`src/rtl/tep_pkg.sv`:
```
// ----------------------------------------------------------------------------
// tep_pkg
// shared types, constants and helper functions for the tree entry parser
// ----------------------------------------------------------------------------
package tep_pkg;

    // number of binary hash bytes that close one entry
    localparam int HASH_BYTES = 20;
    localparam int HASH_IDX_W = $clog2(HASH_BYTES);

    localparam int MODE_LEN_W = 3;
    localparam logic [MODE_LEN_W-1:0] BLOB_MODE_LEN = 3'd6;
    localparam logic [MODE_LEN_W-1:0] MODE_LEN_MAX  = 3'd7;

    localparam logic [7:0] SPACE_CHAR = 8'h20;
    localparam logic [7:0] NUL_CHAR   = 8'h00;
    localparam logic [7:0] DIGIT_BASE = 8'h30;  // '0'
    localparam logic [7:0] ALPHA_BASE = 8'h57;  // 'a' minus ten
    localparam logic [3:0] NIB_TEN    = 4'd10;

    localparam logic KIND_NAME  = 1'b0;
    localparam logic KIND_HASH  = 1'b1;
    localparam logic TYPE_BLOB  = 1'b0;
    localparam logic TYPE_TREE  = 1'b1;

    typedef enum logic [1:0] {
        PH_MODE = 2'd0,
        PH_NAME = 2'd1,
        PH_HASH = 2'd2
    } phase_t;

    typedef struct packed {
        logic       last;
        logic       start;
        logic [7:0] data;
    } in_item_t;

    typedef struct packed {
        logic       entry_last;
        logic       entry_type;
        logic [7:0] low_char;
        logic [7:0] high_char;
        logic       kind;
    } result_t;

    // lower-case hex character of one nibble
    function automatic logic [7:0] hex_char(input logic [3:0] nib);
        logic [7:0] wide;
        wide = {4'h0, nib};
        if (nib < NIB_TEN)
            return DIGIT_BASE + wide;
        else
            return ALPHA_BASE + wide;
    endfunction

    // expected character at each place of the blob mode "100644"
    function automatic logic [7:0] blob_mode_char(input logic [MODE_LEN_W-1:0] idx);
        logic [7:0] c;
        case (idx)
            3'd0:    c = 8'h31;
            3'd1:    c = 8'h30;
            3'd2:    c = 8'h30;
            3'd3:    c = 8'h36;
            3'd4:    c = 8'h34;
            3'd5:    c = 8'h34;
            default: c = NUL_CHAR;
        endcase
        return c;
    endfunction

endpackage

```
`src/rtl/tep_in_reg.sv`:
```
// ----------------------------------------------------------------------------
// tep_in_reg
// input register stage: holds one body byte until the parser takes it
// ----------------------------------------------------------------------------
module tep_in_reg (
    input  logic              clk,
    input  logic              rst_n,
    input  logic              in_valid,
    output logic              in_ready,
    input  tep_pkg::in_item_t in_item,
    input  logic              take,
    output logic              held_valid,
    output tep_pkg::in_item_t held_item
);

    logic              valid_reg;
    logic              valid_next;
    tep_pkg::in_item_t item_reg;

    assign in_ready   = !valid_reg || take;
    assign held_valid = valid_reg;
    assign held_item  = item_reg;

    always_comb
    begin
        valid_next = valid_reg;
        if (in_valid && in_ready)
            valid_next = 1'b1;
        else if (take)
            valid_next = 1'b0;
    end

    always_ff @(posedge clk or negedge rst_n)
    begin
        if (!rst_n)
            valid_reg <= 1'b0;
        else
            valid_reg <= valid_next;
    end

    always_ff @(posedge clk)
    begin
        if (in_valid && in_ready)
            item_reg <= in_item;
    end

endmodule

```
`src/rtl/tep_parser.sv`:
```
// ----------------------------------------------------------------------------
// tep_parser
// entry phase tracking and per-byte result decode
// ----------------------------------------------------------------------------
module tep_parser (
    input  logic              clk,
    input  logic              rst_n,
    input  logic              step,
    input  tep_pkg::in_item_t item,
    output logic              res_valid,
    output tep_pkg::result_t  res
);

    tep_pkg::phase_t                    phase_reg,     phase_next;
    logic [tep_pkg::MODE_LEN_W-1:0]     mode_len_reg,  mode_len_next;
    logic                               mode_ok_reg,   mode_ok_next;
    logic [tep_pkg::HASH_IDX_W-1:0]     hash_idx_reg,  hash_idx_next;
    logic                               type_reg,      type_next;

    // state as seen after an optional restart on start of body
    tep_pkg::phase_t                    ph_eff;
    logic [tep_pkg::MODE_LEN_W-1:0]     mode_len_eff;
    logic                               mode_ok_eff;
    logic [tep_pkg::HASH_IDX_W-1:0]     hash_idx_eff;
    logic                               hash_fin;

    assign ph_eff       = item.start ? tep_pkg::PH_MODE : phase_reg;
    assign mode_len_eff = item.start ? '0 : mode_len_reg;
    assign mode_ok_eff  = item.start ? 1'b1 : mode_ok_reg;
    assign hash_idx_eff = item.start ? '0 : hash_idx_reg;
    assign hash_fin     = {1'b0, hash_idx_eff} >= (tep_pkg::HASH_IDX_W + 1)'(tep_pkg::HASH_BYTES - 1);

    // next state
    always_comb
    begin
        phase_next    = ph_eff;
        mode_len_next = mode_len_eff;
        mode_ok_next  = mode_ok_eff;
        hash_idx_next = hash_idx_eff;
        type_next     = type_reg;
        case (ph_eff)
            tep_pkg::PH_NAME:
            begin
                if (item.data == tep_pkg::NUL_CHAR)
                begin
                    phase_next    = tep_pkg::PH_HASH;
                    hash_idx_next = '0;
                end
            end
            tep_pkg::PH_HASH:
            begin
                if (hash_fin)
                begin
                    phase_next    = tep_pkg::PH_MODE;
                    mode_len_next = '0;
                    mode_ok_next  = 1'b1;
                    hash_idx_next = '0;
                end
                else
                    hash_idx_next = hash_idx_eff + 1'b1;
            end
            default:
            begin
                // mode phase, the unused code behaves the same
                if (item.data == tep_pkg::SPACE_CHAR)
                begin
                    type_next  = (mode_ok_eff && mode_len_eff == tep_pkg::BLOB_MODE_LEN)
                               ? tep_pkg::TYPE_BLOB : tep_pkg::TYPE_TREE;
                    phase_next = tep_pkg::PH_NAME;
                end
                else
                begin
                    if (mode_len_eff < tep_pkg::BLOB_MODE_LEN)
                    begin
                        if (item.data != tep_pkg::blob_mode_char(mode_len_eff))
                            mode_ok_next = 1'b0;
                    end
                    else
                        mode_ok_next = 1'b0;
                    if (mode_len_eff < tep_pkg::MODE_LEN_MAX)
                        mode_len_next = mode_len_eff + 1'b1;
                end
            end
        endcase
        if (item.last)
        begin
            phase_next    = tep_pkg::PH_MODE;
            mode_len_next = '0;
            mode_ok_next  = 1'b1;
            hash_idx_next = '0;
        end
    end

    // result decode
    always_comb
    begin
        res_valid      = 1'b0;
        res.kind       = tep_pkg::KIND_NAME;
        res.high_char  = item.data;
        res.low_char   = tep_pkg::NUL_CHAR;
        res.entry_type = type_reg;
        res.entry_last = 1'b0;
        case (ph_eff)
            tep_pkg::PH_NAME:
                res_valid = (item.data != tep_pkg::NUL_CHAR);
            tep_pkg::PH_HASH:
            begin
                res_valid      = 1'b1;
                res.kind       = tep_pkg::KIND_HASH;
                res.high_char  = tep_pkg::hex_char(item.data[7:4]);
                res.low_char   = tep_pkg::hex_char(item.data[3:0]);
                res.entry_last = hash_fin;
            end
            default:
                res_valid = 1'b0;
        endcase
    end

    always_ff @(posedge clk or negedge rst_n)
    begin
        if (!rst_n)
        begin
            phase_reg    <= tep_pkg::PH_MODE;
            mode_len_reg <= '0;
            mode_ok_reg  <= 1'b1;
            hash_idx_reg <= '0;
            type_reg     <= tep_pkg::TYPE_BLOB;
        end
        else if (step)
        begin
            phase_reg    <= phase_next;
            mode_len_reg <= mode_len_next;
            mode_ok_reg  <= mode_ok_next;
            hash_idx_reg <= hash_idx_next;
            type_reg     <= type_next;
        end
    end

`ifndef ASSERT_OFF
    // the hash counter only moves inside the hash phase
    a_hash_idx_idle: assert property (@(posedge clk) disable iff (!rst_n)
        (phase_reg != tep_pkg::PH_HASH) |-> (hash_idx_reg == '0))
        else $error("hash index nonzero outside hash phase");
`endif

endmodule

```
`src/rtl/tree_entry_stream_parser.sv`:
```
// ----------------------------------------------------------------------------
// tree_entry_stream_parser
// byte-wise parser for tree object bodies: names pass through, hashes as hex
// ----------------------------------------------------------------------------
//
//  channel  | dir | tdata                      | tuser                  | tlast
//  ---------+-----+----------------------------+------------------------+------------
//  s_axis   | in  | [7:0] data_byte            | [0] start_of_body      | end_of_body
//  m_axis   | out | [7:0] high_char [15:8] low | [0] kind [1] entry_type| entry_last
//
//  one body byte per cycle sustained while the output does not stall; a byte waits in
//  the input register and its result is written into the output register as it leaves
//  mode, space and terminator bytes are consumed without any output transfer
//  reset (rst_n low, async) empties both registers and returns to mode phase
//  a stalled output holds its transfer and the byte in the input register;
//  s_axis_tready drops once that register is full behind the stalled output
//
module tree_entry_stream_parser (
    input  logic        clk,
    input  logic        rst_n,
    input  logic        s_axis_tvalid,
    output logic        s_axis_tready,
    input  logic [7:0]  s_axis_tdata,   // [7:0] data_byte
    input  logic        s_axis_tuser,   // [0] start_of_body
    input  logic        s_axis_tlast,   // end_of_body
    output logic        m_axis_tvalid,
    input  logic        m_axis_tready,
    output logic [15:0] m_axis_tdata,   // [7:0] high_char, [15:8] low_char
    output logic [1:0]  m_axis_tuser,   // [0] kind, [1] entry_type
    output logic        m_axis_tlast    // entry_last
);

    tep_pkg::in_item_t in_item;
    tep_pkg::in_item_t held_item;
    logic              held_valid;
    logic              advance;
    logic              res_valid;
    tep_pkg::result_t  res;

    logic              out_valid_reg;
    logic              out_valid_next;
    tep_pkg::result_t  out_reg;

    assign in_item.data  = s_axis_tdata;
    assign in_item.start = s_axis_tuser;
    assign in_item.last  = s_axis_tlast;

    // held byte moves on whenever the output register is free or being emptied
    assign advance = held_valid && (!out_valid_reg || m_axis_tready);

    tep_in_reg u_in_reg (
        .clk        (clk),
        .rst_n      (rst_n),
        .in_valid   (s_axis_tvalid),
        .in_ready   (s_axis_tready),
        .in_item    (in_item),
        .take       (advance),
        .held_valid (held_valid),
        .held_item  (held_item)
    );

    tep_parser u_parser (
        .clk       (clk),
        .rst_n     (rst_n),
        .step      (advance),
        .item      (held_item),
        .res_valid (res_valid),
        .res       (res)
    );

    // output register
    always_comb
    begin
        out_valid_next = out_valid_reg;
        if (advance && res_valid)
            out_valid_next = 1'b1;
        else if (m_axis_tready)
            out_valid_next = 1'b0;
    end

    always_ff @(posedge clk or negedge rst_n)
    begin
        if (!rst_n)
            out_valid_reg <= 1'b0;
        else
            out_valid_reg <= out_valid_next;
    end

    always_ff @(posedge clk)
    begin
        if (advance && res_valid)
            out_reg <= res;
    end

    assign m_axis_tvalid = out_valid_reg;
    assign m_axis_tdata  = {out_reg.low_char, out_reg.high_char};
    assign m_axis_tuser  = {out_reg.entry_type, out_reg.kind};
    assign m_axis_tlast  = out_reg.entry_last;

`ifndef ASSERT_OFF
    // entry end is only flagged on a hash transfer
    a_last_on_hash: assert property (@(posedge clk) disable iff (!rst_n)
        (m_axis_tvalid && m_axis_tlast) |-> (m_axis_tuser[0] == tep_pkg::KIND_HASH))
        else $error("entry_last on a name transfer");

    // name transfers carry a zero low character
    a_name_low_zero: assert property (@(posedge clk) disable iff (!rst_n)
        (m_axis_tvalid && m_axis_tuser[0] == tep_pkg::KIND_NAME)
        |-> (m_axis_tdata[15:8] == tep_pkg::NUL_CHAR))
        else $error("name transfer with nonzero low character");

    // an empty output register never blocks the input
    a_ready_when_empty: assert property (@(posedge clk) disable iff (!rst_n)
        !out_valid_reg |-> s_axis_tready)
        else $error("input stalled with empty output register");
`endif

endmodule

```
`config.mk`:
```
export PLATFORM = sky130hd
export DESIGN_NAME = tree_entry_stream_parser
export DESIGN_NICKNAME = d
export VERILOG_FILES = /design/src/rtl/tep_pkg.sv /design/src/rtl/tep_in_reg.sv /design/src/rtl/tep_parser.sv /design/src/rtl/tree_entry_stream_parser.sv
export SDC_FILE = /design/constraint.sdc
export NUM_CORES = 1
export LEC_CHECK = 0
export ABC_AREA = 0
export BUFFER_PORTS_ARGS = -buffer_cell sky130_fd_sc_hd__buf_2
export CAP_MARGIN = 20
export CORE_MARGIN = 2
export CORE_UTILIZATION = 48
export CTS_CLUSTER_SIZE = 28
export DETAILED_ROUTE_END_ITERATION = 16
export PLACE_DENSITY = 0.74
export SKIP_LAST_GASP = 1
export SLEW_MARGIN = 25
export SYNTH_ARGS = -nofsm -noshare
export SYNTH_HDL_FRONTEND = slang
export SYNTH_HIERARCHICAL = 1
export SYNTH_SLANG_ARGS = --single-unit
```
`constraint.sdc`:
```
create_clock -name clk -period 2.7 [get_ports clk]
set_input_delay 0.81 -clock clk [delete_from_list [all_inputs] [get_ports clk]]
set_output_delay 0.81 -clock clk [all_outputs]
set_load 0.02 [all_outputs]
```
==> impl_metrics.env <==
export IMPL_r2r_cells=9
export IMPL_core_um2=4790
export IMPL_layout_area_seq_um2=1220
export IMPL_clockBufferDepth=2
export IMPL_via_count=1829
export IMPL_grt_usage=0.189
export IMPL_fin_cells=324
export IMPL_finalHoldViolCount=0
export IMPL_grt_max_degree=20
export IMPL_gp_congestion=0.874
export IMPL_cts_tree="yes"
export IMPL_slew_violations=0
export IMPL_dieHeight_um=74.7
export IMPL_maxCapViolCount=0
export IMPL_met2_usage=0.293
export IMPL_fmax_mhz=422
export IMPL_p_total_mw=1.48
export IMPL_via_per_inst=5.65
export IMPL_nFillCells=416
export IMPL_p_leak_nw=1.06
export IMPL_grt_antenna_before_repair=0
export IMPL_cts_clk_slew_worst_paths_ps=80
export IMPL_cts_setup_buffers=0
export IMPL_met3_usage=0.0509
export IMPL_final_cell_mix="buf_2, edfxtp_1, a21oi_1"
export IMPL_gr_usage_met1=0.260
export IMPL_yosysWarnings=6
export IMPL_clock_sinks=43
export IMPL_start_kind="primary input"
export IMPL_grt_pass1_wl_mm=7.88
export IMPL_finalSetupViolCount=0
export IMPL_wirelength_mm=4.81
export IMPL_start_util=0.501
export IMPL_cts_resized=0
export IMPL_worst_path_max_fanout=13
export IMPL_syn_num_nets=246
export IMPL_antenna_cells=0
export IMPL_ant_nets=0
export IMPL_largest_register_ffs=16
export IMPL_worstSkewPairLatency_ps=300
export IMPL_rsz0062_at_grt="no"
export IMPL_drc=0
export IMPL_worst_r2r_setup_slack_ps=500
export IMPL_multi_input_area_um2=1050
export IMPL_io_buffer_count=34
export IMPL_drive_above_1_share=0.249
export IMPL_gr_max_usage_layer="met2"
export IMPL_finalCritPeriodShare=0.877
export IMPL_yosys_area_top_type="edfxtp_1"
export IMPL_async_reset_ff_frac=0.326
export IMPL_power_density_nw_per_um2=536
export IMPL_cp_arrival_ps=1560
export IMPL_synth_edf_count=29
export IMPL_cp_data_required_time_ps=1890
export IMPL_synth_ff_type="edfxtp_1"
export IMPL_dpl_hpwl_mm=3.43
export IMPL_mostFrequentLayoutCell="buf_2"
export IMPL_first_pass_iters=4
export IMPL_worstSetupEndpointType="output port"
export IMPL_synthCells=225
export IMPL_min_path_type="in2async"
export IMPL_placed_cells=316
export IMPL_avgSynthCellArea_um2=10.7
export IMPL_cts_root_buf="clkbuf_8"
export IMPL_postCtsHoldBufs=0
export IMPL_fin_tns_setup_ps=0
export IMPL_ios=35
export IMPL_die_w_um=74.7
export IMPL_finClkSkew_ps=12.9
export IMPL_syn_area_um2=2400
export IMPL_num_rows=25
export IMPL_cts_max_level=2
export IMPL_area_growth_syn_to_layout_pct=14.9
export IMPL_wl_per_cell_um=14.8
export IMPL_drtIter0Drc=129
export IMPL_numCtsBuffers=5
export IMPL_seq_area_frac_synth=0.509
export IMPL_ys_types=62
export IMPL_synth_top_area_frac=0.363
export IMPL_ir_worst_vdd_mv=0.302
export IMPL_overflow=0
export IMPL_nets=277
export IMPL_dieArea_um2=5580
export IMPL_grt_pass1_vias=1688
export IMPL_yosys_top_cells_area="edfxtp_1, dfrtp_1, a21oi_1"
export IMPL_post_route_min_period_ps=2370
export IMPL_status="finished clean"
export IMPL_worstSetupPathType="in2out"
export IMPL_yosys_register_bits=43
==> kinds of logic (layout without fill, tap and decap cells) <==
logic type | count (synthesis) | after routing | share of synthesized area
adder cells (fa/ha/maj) | 7 | 7 | 0.0365
buffers and inverters | 28 | 60 | 0.0516
XOR/XNOR | 4 | 4 | 0.0146
other | 1 | 1 | 0.00156
AO/OA/AOI/OAI | 64 | 64 | 0.200
AND/OR/NAND/NOR | 78 | 78 | 0.187
flip-flops | 43 | 43 | 0.509
==> final cells by class <==
type	count	share of cell area
timing repair buffer	38	0.0771
multi-input combinational	154	0.382
clock buffer	6	0.0263
tap	67	0.0304
sequential	43	0.443
inverter	14	0.0191
clock inverter	2	0.0218
==> worst max-delay path, stage by stage <==
cell      delay (ps)
buf_2            100
nand2b_4         130
and2_4           210
nand2b_4         160
buf_2            150
==> synthesized netlist by cell type (2+ instances only) <==
| library cell | instances |
|---|---|
| a211oi_1 | 2 |
| a21oi_1 | 21 |
| a22oi_1 | 2 |
| a31oi_1 | 4 |
| a32o_1 | 2 |
| and2_4 | 2 |
| buf_2 | 3 |
| buf_4 | 2 |
| clkbuf_1 | 7 |
| dfrtp_1 | 13 |
| edfxtp_1 | 29 |
| ha_1 | 7 |
| inv_1 | 14 |
| nand2_1 | 17 |
| nand2b_1 | 3 |
| nand2b_4 | 2 |
| nand3_1 | 7 |
| nand3b_1 | 3 |
| nor2_1 | 16 |
| nor2b_1 | 7 |
| nor3_1 | 6 |
| o21a_1 | 2 |
| o21ai_0 | 9 |
| o311ai_2 | 2 |
| or2_2 | 4 |
| xnor2_1 | 2 |
| xor2_1 | 2 |
==> per-layer routing <==
metal / share of wire / vias to the layer above
met3: 0.059 / 6
li1: - / 884
met1: 0.46 / 880
met4: 0.015 / 0
met5: 0 / -
met2: 0.47 / 59
==> path summary, 6_finish.rpt <==
check / startpoint / to
hold reg to reg: u_parser/type_reg / m_axis_tuser[1]
setup / recovery: m_axis_tready / s_axis_tready
max in group asynchronous: rst_n / u_parser/mode_ok_reg
hold / removal: rst_n / u_in_reg/held_valid
setup reg to reg: u_in_reg/held_item[1] / m_axis_tuser[0]
min in group clk: u_parser/type_reg / m_axis_tuser[1]
==> power breakdown <==
group	switching [mW]	internal, mW
Clock	0.213	0.370
Combinational	0.0718	0.0578
Sequential	0.0387	0.728
Total	0.323	1.16
==> through the flow <==
stage	instance area [µm²]	setup slack, ps	util	hold slack [ps]
after floorplan	2400	347	-	472
after global placement	2630	341	0.548	455
after detailed placement	2630	330	0.548	453
after CTS	2760	327	0.576	405
after global routing	2760	278	0.576	415
final	2760	332	0.576	398
No activity file was read; power rests on OpenSTA's default activity.
